<file path="src/design/sbmq_pkg.sv">
// Shared types and codes for the shared-buffer multi-queue block.
package sbmq_pkg;

	// Operation carried by an input item
	typedef enum logic {
		OP_PUSH = 1'b0,
		OP_POP  = 1'b1
	} opcode_t;

	// Result status codes
	typedef enum logic [1:0] {
		ST_OK    = 2'd0,
		ST_FULL  = 2'd1,
		ST_EMPTY = 2'd2
	} status_t;

	// Controller states
	typedef enum logic [1:0] {
		S_IDLE,
		S_READ,
		S_EXEC
	} state_t;

	// Controller to datapath commands
	typedef struct packed {
		logic accept;  // latch item, read queue head and tail
		logic read;    // read link and data, write new slot for a push
		logic exec;    // update pointers and load the result register
	} sbmq_cmd_t;

	// Datapath to controller status
	typedef struct packed {
		logic out_stall;  // result register is full and not being taken
	} sbmq_sts_t;

endpackage

</file>
<file path="src/design/sbmq_req_if.sv">
// Request channel: one push or pop item.
interface sbmq_req_if;
	logic               valid;
	logic               ready;
	logic               opcode;
	logic [1:0]         queue_id;
	logic signed [31:0] value;

	modport source (output valid, output opcode, output queue_id, output value, input ready);
	modport sink   (input valid, input opcode, input queue_id, input value, output ready);
endinterface

</file>
<file path="src/design/sbmq_rsp_if.sv">
// Response channel: status and popped word of one item.
interface sbmq_rsp_if;
	logic               valid;
	logic               ready;
	logic [1:0]         status;
	logic signed [31:0] popped_value;

	modport source (output valid, output status, output popped_value, input ready);
	modport sink   (input valid, input status, input popped_value, output ready);
endinterface

</file>
<file path="src/design/sbmq_ctrl.sv">
// Sequencing state machine for the shared-buffer multi-queue.
module sbmq_ctrl
	import sbmq_pkg::*;
(
	input  logic      clk,
	input  logic      arst_n,
	input  logic      req_valid,
	output logic      req_ready,
	input  sbmq_sts_t sts,
	output sbmq_cmd_t cmd
);

	state_t state_q;
	state_t state_next;

	// State register
	always_ff @(posedge clk or negedge arst_n) begin
		if (!arst_n) begin
			state_q <= S_IDLE;
		end else begin
			state_q <= state_next;
		end
	end

	// Next state
	always_comb begin
		state_next = state_q;
		case (state_q)
			S_IDLE: begin
				if (req_valid) state_next = S_READ;
			end
			S_READ: begin
				state_next = S_EXEC;
			end
			S_EXEC: begin
				if (!sts.out_stall) state_next = S_IDLE;
			end
			default: begin
				state_next = S_IDLE;
			end
		endcase
	end

	// Outputs
	always_comb begin
		req_ready  = 1'b0;
		cmd.accept = 1'b0;
		cmd.read   = 1'b0;
		cmd.exec   = 1'b0;
		case (state_q)
			S_IDLE: begin
				req_ready  = 1'b1;
				cmd.accept = req_valid;
			end
			S_READ: begin
				cmd.read = 1'b1;
			end
			S_EXEC: begin
				cmd.exec = !sts.out_stall;
			end
			default: begin
				req_ready = 1'b0;
			end
		endcase
	end

endmodule

</file>
<file path="src/design/sbmq_dp.sv">
// Datapath: pointer registers, queue and slot memories, result register.
module sbmq_dp
	import sbmq_pkg::*;
#(
	parameter int SLOTS     = 64,
	parameter int QUEUES    = 4,
	parameter int DATA_BITS = 32
) (
	input  logic               clk,
	input  logic               arst_n,
	input  logic               opcode,
	input  logic [1:0]         queue_id,
	input  logic signed [31:0] value,
	input  sbmq_cmd_t          cmd,
	output sbmq_sts_t          sts,
	input  logic               rsp_ready,
	output logic               rsp_valid,
	output logic [1:0]         rsp_status,
	output logic signed [31:0] rsp_popped_value
);

	localparam int AW = $clog2(SLOTS);
	localparam int PW = $clog2(SLOTS + 1);
	localparam int QW = (QUEUES > 1) ? $clog2(QUEUES) : 1;
	localparam logic [PW-1:0] NIL = PW'(SLOTS);

	// Memories
	logic [PW-1:0]        head_mem [QUEUES];
	logic [PW-1:0]        tail_mem [QUEUES];
	logic [PW-1:0]        link_mem [SLOTS];
	logic [DATA_BITS-1:0] data_mem [SLOTS];

	// Item registers
	opcode_t              op_q;
	logic [QW-1:0]        qidx_q;
	logic                 qok_q;
	logic [DATA_BITS-1:0] value_q;

	// Pointer state
	logic [PW-1:0]     free_head_q;
	logic [PW-1:0]     fill_q;
	logic [QUEUES-1:0] head_valid_q;

	// Memory read data and decisions taken in the read step
	logic [PW-1:0]        head_rd_q;
	logic [PW-1:0]        tail_rd_q;
	logic [PW-1:0]        link_rd_q;
	logic [DATA_BITS-1:0] data_rd_q;
	logic [PW-1:0]        head_eff_q;
	logic [PW-1:0]        link_addr_q;
	logic                 link_fresh_q;
	logic                 push_ok_q;
	logic                 pop_ok_q;

	// Result register
	logic                 out_valid_q;
	status_t              out_status_q;
	logic [DATA_BITS-1:0] out_data_q;

	logic [QW-1:0]  qidx_in;
	logic [PW-1:0]  head_eff;
	logic [PW-1:0]  link_addr;
	logic           push_ok;
	logic           pop_ok;
	logic [PW-1:0]  link_eff;

	logic           link_we;
	logic [AW-1:0]  link_wa;
	logic [PW-1:0]  link_wd;
	logic           head_we;
	logic [PW-1:0]  head_wd;

	assign qidx_in = QW'(queue_id);
	assign sts.out_stall = out_valid_q && !rsp_ready;

	// Read step decisions
	assign head_eff  = head_valid_q[qidx_q] ? head_rd_q : NIL;
	assign push_ok   = (op_q == OP_PUSH) && qok_q && (free_head_q < NIL);
	assign pop_ok    = (op_q == OP_POP) && qok_q && (head_eff < NIL);
	assign link_addr = (op_q == OP_POP) ? head_eff : free_head_q;

	// Slots at or above the fill mark were never written and still link to the next slot
	assign link_eff = link_fresh_q ? (link_addr_q + PW'(1)) : link_rd_q;

	// Link memory write port
	always_comb begin
		link_we = 1'b0;
		link_wa = AW'(free_head_q);
		link_wd = NIL;
		if (cmd.read && push_ok) begin
			link_we = 1'b1;
			link_wa = AW'(free_head_q);
			link_wd = NIL;
		end else if (cmd.exec && push_ok_q && (head_eff_q < NIL)) begin
			link_we = 1'b1;
			link_wa = AW'(tail_rd_q);
			link_wd = free_head_q;
		end else if (cmd.exec && pop_ok_q) begin
			link_we = 1'b1;
			link_wa = AW'(head_eff_q);
			link_wd = free_head_q;
		end
	end

	// Queue head memory write port
	always_comb begin
		head_we = 1'b0;
		head_wd = free_head_q;
		if (cmd.exec && push_ok_q && !(head_eff_q < NIL)) begin
			head_we = 1'b1;
			head_wd = free_head_q;
		end else if (cmd.exec && pop_ok_q) begin
			head_we = 1'b1;
			head_wd = link_eff;
		end
	end

	// Queue head and tail memories
	always_ff @(posedge clk) begin
		if (head_we) head_mem[qidx_q] <= head_wd;
		if (cmd.exec && push_ok_q) tail_mem[qidx_q] <= free_head_q;
		if (cmd.accept) begin
			head_rd_q <= head_mem[qidx_in];
			tail_rd_q <= tail_mem[qidx_in];
		end
	end

	// Link and data memories
	always_ff @(posedge clk) begin
		if (link_we) link_mem[link_wa] <= link_wd;
		if (cmd.read && push_ok) data_mem[AW'(free_head_q)] <= value_q;
		if (cmd.read) begin
			link_rd_q <= link_mem[AW'(link_addr)];
			data_rd_q <= data_mem[AW'(head_eff)];
		end
	end

	// Item and read-step payload registers
	always_ff @(posedge clk) begin
		if (cmd.accept) begin
			op_q    <= opcode_t'(opcode);
			qidx_q  <= qidx_in;
			qok_q   <= int'(queue_id) < QUEUES;
			value_q <= DATA_BITS'($unsigned(value));
		end
		if (cmd.read) begin
			head_eff_q   <= head_eff;
			link_addr_q  <= link_addr;
			link_fresh_q <= link_addr >= fill_q;
			push_ok_q    <= push_ok;
			pop_ok_q     <= pop_ok;
		end
	end

	// Free list, fill mark and queue valid bits
	always_ff @(posedge clk or negedge arst_n) begin
		if (!arst_n) begin
			free_head_q  <= '0;
			fill_q       <= '0;
			head_valid_q <= '0;
		end else if (cmd.exec) begin
			if (push_ok_q) begin
				free_head_q <= link_eff;
				if (link_fresh_q) fill_q <= fill_q + PW'(1);
				if (!(head_eff_q < NIL)) head_valid_q[qidx_q] <= 1'b1;
			end else if (pop_ok_q) begin
				free_head_q <= head_eff_q;
			end
		end
	end

	// Result register control
	always_ff @(posedge clk or negedge arst_n) begin
		if (!arst_n) begin
			out_valid_q <= 1'b0;
		end else if (cmd.exec) begin
			out_valid_q <= 1'b1;
		end else if (rsp_ready) begin
			out_valid_q <= 1'b0;
		end
	end

	// Result payload
	always_ff @(posedge clk) begin
		if (cmd.exec) begin
			if (op_q == OP_PUSH) begin
				out_status_q <= push_ok_q ? ST_OK : ST_FULL;
				out_data_q   <= '0;
			end else begin
				out_status_q <= pop_ok_q ? ST_OK : ST_EMPTY;
				out_data_q   <= pop_ok_q ? data_rd_q : '0;
			end
		end
	end

	assign rsp_valid        = out_valid_q;
	assign rsp_status       = out_status_q;
	assign rsp_popped_value = $signed(32'(out_data_q));

endmodule

</file>
<file path="src/design/shared_buffer_multi_queue.sv">
// Top level of the shared-buffer multi-queue: several FIFO queues in one linked store.
//
//  channel  dir  fields                         handshake
//  req      in   opcode, queue_id, value        valid/ready
//  rsp      out  status, popped_value           valid/ready
//
// Each item passes three steps: accept (queue head/tail read), link and data read,
// then pointer update and result load; the chain is set by the dependent reads of
// the queue head memory and then the link memory, each with a registered read port.
// A new item is accepted while the previous result still waits in the output register;
// the update step holds while that register is full and not being taken.
// Reset clears the free-list head, the fill mark and the per-queue valid bits at once;
// no clearing pass is needed, as slots at or above the fill mark read as linking to the next.
module shared_buffer_multi_queue
	import sbmq_pkg::*;
#(
	parameter int SLOTS     = 64,
	parameter int QUEUES    = 4,
	parameter int DATA_BITS = 32
) (
	input logic          clk,
	input logic          arst_n,
	sbmq_req_if.sink     req,
	sbmq_rsp_if.source   rsp
);

	sbmq_cmd_t cmd;
	sbmq_sts_t sts;

	// Controller
	sbmq_ctrl u_ctrl (
		.clk       (clk),
		.arst_n    (arst_n),
		.req_valid (req.valid),
		.req_ready (req.ready),
		.sts       (sts),
		.cmd       (cmd)
	);

	// Datapath
	sbmq_dp #(
		.SLOTS     (SLOTS),
		.QUEUES    (QUEUES),
		.DATA_BITS (DATA_BITS)
	) u_dp (
		.clk              (clk),
		.arst_n           (arst_n),
		.opcode           (req.opcode),
		.queue_id         (req.queue_id),
		.value            (req.value),
		.cmd              (cmd),
		.sts              (sts),
		.rsp_ready        (rsp.ready),
		.rsp_valid        (rsp.valid),
		.rsp_status       (rsp.status),
		.rsp_popped_value (rsp.popped_value)
	);

endmodule
</file>
<file path="src/flat_wrapper.sv">
// flat-port wrapper written by rule: the top's interface ports become plain ports
module shared_buffer_multi_queue_flat import sbmq_pkg::*;
#(
	parameter int SLOTS     = 64,
	parameter int QUEUES    = 4,
	parameter int DATA_BITS = 32
)
  (clk, arst_n, req_valid, req_opcode, req_queue_id, req_value, req_ready, rsp_valid, rsp_status, rsp_popped_value, rsp_ready);
  sbmq_req_if req_i ();
  sbmq_rsp_if rsp_i ();
  input logic clk;
  input logic arst_n;
  input wire logic [$bits(req_i.valid)-1:0] req_valid;
  input wire logic [$bits(req_i.opcode)-1:0] req_opcode;
  input wire logic [$bits(req_i.queue_id)-1:0] req_queue_id;
  input wire logic [$bits(req_i.value)-1:0] req_value;
  output wire logic [$bits(req_i.ready)-1:0] req_ready;
  output wire logic [$bits(rsp_i.valid)-1:0] rsp_valid;
  output wire logic [$bits(rsp_i.status)-1:0] rsp_status;
  output wire logic [$bits(rsp_i.popped_value)-1:0] rsp_popped_value;
  input wire logic [$bits(rsp_i.ready)-1:0] rsp_ready;
  assign req_i.valid = req_valid;
  assign req_i.opcode = req_opcode;
  assign req_i.queue_id = req_queue_id;
  assign req_i.value = req_value;
  assign req_ready = req_i.ready;
  assign rsp_valid = rsp_i.valid;
  assign rsp_status = rsp_i.status;
  assign rsp_popped_value = rsp_i.popped_value;
  assign rsp_i.ready = rsp_ready;
  shared_buffer_multi_queue #(.SLOTS(SLOTS), .QUEUES(QUEUES), .DATA_BITS(DATA_BITS)) u_core (.clk(clk), .arst_n(arst_n), .req(req_i), .rsp(rsp_i));
endmodule
</file>
<file path="config.mk">
export PLATFORM = sky130hd
export DESIGN_NAME = shared_buffer_multi_queue_flat
export DESIGN_NICKNAME = d
export VERILOG_FILES = /design/src/design/sbmq_pkg.sv /design/src/design/sbmq_req_if.sv /design/src/design/sbmq_rsp_if.sv /design/src/design/sbmq_ctrl.sv /design/src/design/sbmq_dp.sv /design/src/design/shared_buffer_multi_queue.sv /design/src/flat_wrapper.sv
export SDC_FILE = /design/constraint.sdc
export NUM_CORES = 2
export LEC_CHECK = 0
export ABC_AREA = 1
export BUFFER_PORTS_ARGS = -buffer_cell sky130_fd_sc_hd__buf_2
export CAP_MARGIN = 5
export CORE_MARGIN = 2
export CORE_UTILIZATION = 40
export CTS_CLUSTER_DIAMETER = 60
export DETAILED_ROUTE_END_ITERATION = 10
export GPL_TIMING_DRIVEN = 1
export HOLD_SLACK_MARGIN = 0.15
export PLACE_DENSITY = 0.6
export SETUP_SLACK_MARGIN = 0.15
export SLEW_MARGIN = 20
export SYNTH_ARGS = -nofsm -noshare
export SYNTH_HDL_FRONTEND = slang
export SYNTH_SLANG_ARGS = --single-unit
</file>
<file path="constraint.sdc">
create_clock -name clk -period 7.64 [get_ports clk]
set_input_delay 0.764 -clock clk [delete_from_list [all_inputs] [get_ports clk]]
set_output_delay 0.764 -clock clk [all_outputs]
set_load 0.005 [all_outputs]
</file>
==> flow_metrics.py <==
metrics = {
    "run_status": {
        "status": "complete, but fails checks",
        "violations": "slew limit",
    },
    "route": {
        "drc": 0,
        "drtPass1Iterations": 8,
        "vias_per_cell": 5.631,
        "routed_wl_microns": 309100,
        "drtAntennaViolNets": 0,
        "wire_per_inst_microns": 25.21,
        "vias": 69041,
        "drt_iter0_drc": 8638,
    },
    "place": {
        "dp_hpwl_microns": 156300,
        "port_buffers": 74,
        "place_congestion": 0.8459,
    },
    "yosys": {
        "synth.top_cells.by_area": "edfxtp_1 73%, o211ai_1 7.0%, nand3_1 5.5%",
        "synth_compound_area_share_pct": 8.387,
        "yosysTopAreaCell": "edfxtp_1",
        "syn_inst": 8354,
        "synth_edf_count": 2686,
        "ys.flop_type": "edfxtp_1",
        "synth.area.mux_share_pct": 0,
        "synthXorXnorAreaFrac_pct": 0.07101,
        "syn_avg_cell_area_sq_um": 13.29,
        "ys_ff_latch": 2707,
        "ys_warn_count": 0,
        "synth_adder_area_share_pct": 0.09017,
        "syn_nets": 8401,
        "synth-seq-area-share_pct": 73.14,
        "async_reset_ff_share_pct": 0.7758,
        "synth_area_sq_um": 111000,
        "synthSimpleGateAreaFrac_pct": 13.54,
        "synth_top_area_share_pct": 72.66,
        "synth_cell_type_count": 41,
        "synth_top_family_by_area": "simple AND/OR/NAND/NOR gates",
    },
    "floorplan": {
        "die_y_microns": 530.8,
        "ios": 75,
        "core-area_sq_um": 276300,
        "die_w_microns": 530.8,
        "die-area_sq_um": 281700,
        "start_util_pct": 40.18,
        "std_cell_rows": 193,
    },
    "clocking": {
        "ctsHtreeMaxLevel": 5,
        "cts_tree": "done",
        "cts_root_buffer": "clkbuf_16",
        "clk_latency_ns": 0.94,
        "cts_buffers": 293,
        "cts_sinks": 2707,
        "clk_pin_slew_ns": 0.06,
        "clk_path_buf_depth": 4,
    },
    "timing": {
        "hold_viol": 0,
        "fmax_ghz": 0.2162,
        "setup_viol": 0,
        "rsz0062_at_grt": "false",
        "worst_pin_slew_ns": 1.542,
        "drv_slew": 57,
        "post-route-period-util_pct": 60.53,
        "skew_ns": 0.09578,
        "min_period_ns": 4.625,
        "relSlewSlack_pct": -2.801,
        "tns_ns": 0,
    },
    "critical_path": {
        "cp_common_cell": "inv_2",
        "worst-path-buf-inv": 7,
        "cp.required_ns": 8.16,
        "end_kind": "flop",
        "path_cells": "dlygate4sd3_1 -> buf_2 -> nor2_1 -> inv_1 -> nand2_1 -> inv_2 -> buf_4 -> nand2_1 -> inv_2 -> nor2_2 -> inv_2 -> o211ai_1 -> o21ai_2 -> nor2_2 -> nand3_1 -> nor2_1",
        "critPathMaxFanout": 35,
        "critPathSlowestCell": "nor2_1",
        "crit_arrival_ns": 5.15,
        "max_stage_delay_ns": 0.68,
        "start_kind": "primary input",
        "criticalPathCategory": "primary input to flop",
        "crit_family": "simple AND/OR/NAND/NOR gates",
    },
    "global_routing": {
        "gr-total-overflow": 0,
        "antenna_found_initial": 12,
        "grt_start_max_net_pins": 241,
        "track_usage_pct": 21.42,
        "grt_pass1_vias": 66400,
        "grt_pass1_wl_microns": 445100,
    },
    "run": {
        "maxCapViolCount": 0,
    },
    "finish": {
        "final_nets": 8397,
        "filler_cell_count": 24356,
        "syn_to_final_growth_pct": 12.08,
        "drive_above_1_share_pct": 9.617,
    },
    "power_and_ir_drop": {
        "powerDensity_nw_per_um2": 320.3,
        "p_leak_nw": 41.01,
        "ir_worst_vdd_uv": 223.1,
        "total_power_mw": 39.85,
    },
    "worst_hold_path": {
        "hold_class": "primary input to flop",
    },
}
[repair_timing]
item,in CTS,in global routing
endpoints found under the hold margin,57,0
resized for setup,0,0
buffers inserted,0,0
hold buffers,36,0
[metrics by stage]
stage | hold slack [ns] | setup slack [ns] | instances | cell area (sq um) | util (%)
3_5_place_dp | 0.4675 | 2.676 | 11724 | 115300 | 41.72
4_1_cts | 0.2772 | 3.088 | 12252 | 124400 | 45.03
6_report | 0.3398 | 3.015 | 12260 | 124400 | 45.03
5_1_grt | 0.3036 | 2.762 | 12255 | 124400 | 45.03
3_3_place_gp | 0.4601 | 2.670 | 11724 | 115300 | 41.72
2_1_floorplan | 0.4431 | 2.139 | 8354 | 111000 | -
[routing by layer]
layer	track usage, %	vias to the layer above	routed length (microns)	share of wire (%)
met5	0	-	16	0.0052
met4	7.095	2	10370	3.4
met3	3.221	534	25290	8.2
met2	34.29	2973	144200	47
met1	29.92	34764	129200	42
li1	-	30768	-	-
[power breakdown]
group          switching (mW)  internal, mW  leakage (nW)  total [mW]
combinational            6.96          2.31          12.2        9.27
clock                    5.56          7.69          4.27        13.2
sequential              0.218          17.1          24.6        17.3
[path summary, 6_finish.rpt]
check                                                  from                     endpoint  slack, ns  cells past startpoint
min in group asynchronous                            arst_n        u_core.u_dp.rsp_valid       0.40                      2
max in group asynchronous                            arst_n        u_core.u_dp.fill_q[6]       6.85                      2
worst max-delay path                              rsp_ready  u_core.u_dp.link_mem[41][2]       3.02                     16
worst max register to register        u_core.u_dp.qidx_q[0]     u_core.u_dp.data_rd_q[5]       3.12                     15
worst min-delay path                        req_queue_id[1]        u_core.u_dp.qidx_q[1]       0.34                      1
worst min register to register  u_core.u_dp.head_valid_q[3]  u_core.u_dp.head_valid_q[3]       0.49                      1
[area by class of cell]
cell class              instances  area (sq um)  area share, %
flip-flops and latches       2707         81180          65.25
multi-input cells            4423         25150          20.22
clock buffers                 374          7804          6.273
well taps                    3705          4636          3.726
inverters                     655          2506          2.014
repair buffers                270          2145          1.724
clock inverters               118         965.9         0.7764
diodes                          8         20.02        0.01609
[cell families after synthesis]
logic type / Yosys count
compound gates: 1338
xor+xnor: 9
fa+ha+maj: 8
buf+inv: 1224
flops: 2707
simple gates: 3068
[worst reg2reg max path, delay by kind of cell, from the launching register on]
| kind | cells | cell delay (ns) |
|---|---|---|
| compound gates | 2 | 0.23 |
| buf+inv | 3 | 1.94 |
| flops | 1 | 0.42 |
| simple gates | 10 | 1.73 |
[sequential cells by signal (all words and copies together), names as in the netlist, 6 cells and up]
signal,count
u_core.u_dp.data_mem,2048
u_core.u_dp.link_mem,448
u_core.u_dp.data_rd_q,32
u_core.u_dp.rsp_popped_value,32
u_core.u_dp.value_q,32
u_core.u_dp.head_mem,28
u_core.u_dp.tail_mem,24
u_core.u_dp.fill_q,7
u_core.u_dp.free_head_q,7
u_core.u_dp.head_eff_q,7
u_core.u_dp.head_rd_q,7
u_core.u_dp.link_addr_q,7
u_core.u_dp.link_rd_q,7
u_core.u_dp.tail_rd_q,6
[cell usage after synthesis, types with 31 or more instances]
cell,number
buf_1,42
buf_2,248
buf_4,31
buf_6,36
clkbuf_1,207
edfxtp_1,2686
inv_1,641
nand2_1,705
nand3_1,1219
nand3b_1,154
nor2_1,452
o211ai_1,1030
o21ai_0,177
o21ai_1,107
or2_1,384
or2_2,103
[cell usage in the layout, fill, tap and decap left out, types with 8 or more instances in the layout]
| cell | netlist | final |
|---|---|---|
| clkbuf_16 | 0 | 299 |
| inv_2 | 11 | 11 |
| o21ai_0 | 177 | 177 |
| clkinv_1 | 1 | 51 |
| buf_4 | 31 | 143 |
| nand3b_1 | 154 | 154 |
| or2_0 | 27 | 27 |
| o21ai_1 | 107 | 106 |
| diode_2 | 0 | 8 |
| buf_12 | 0 | 17 |
| bufinv_16 | 0 | 15 |
| edfxtp_1 | 2686 | 2686 |
| dlygate4sd3_1 | 0 | 36 |
| clkinv_2 | 1 | 38 |
| nand3_1 | 1219 | 1218 |
| ha_1 | 8 | 8 |
| xor2_1 | 8 | 8 |
| nor2_1 | 452 | 381 |
| o211ai_1 | 1030 | 1030 |
| clkinvlp_4 | 0 | 9 |
| o22ai_1 | 13 | 13 |
| nor2_4 | 0 | 71 |
| buf_2 | 248 | 74 |
| clkbuf_1 | 207 | 71 |
| or2_2 | 103 | 103 |
| dfrtp_1 | 21 | 21 |
| nand2_1 | 705 | 700 |
| inv_1 | 641 | 637 |
| or2_1 | 384 | 384 |
(Power assumes the default switching activity.)
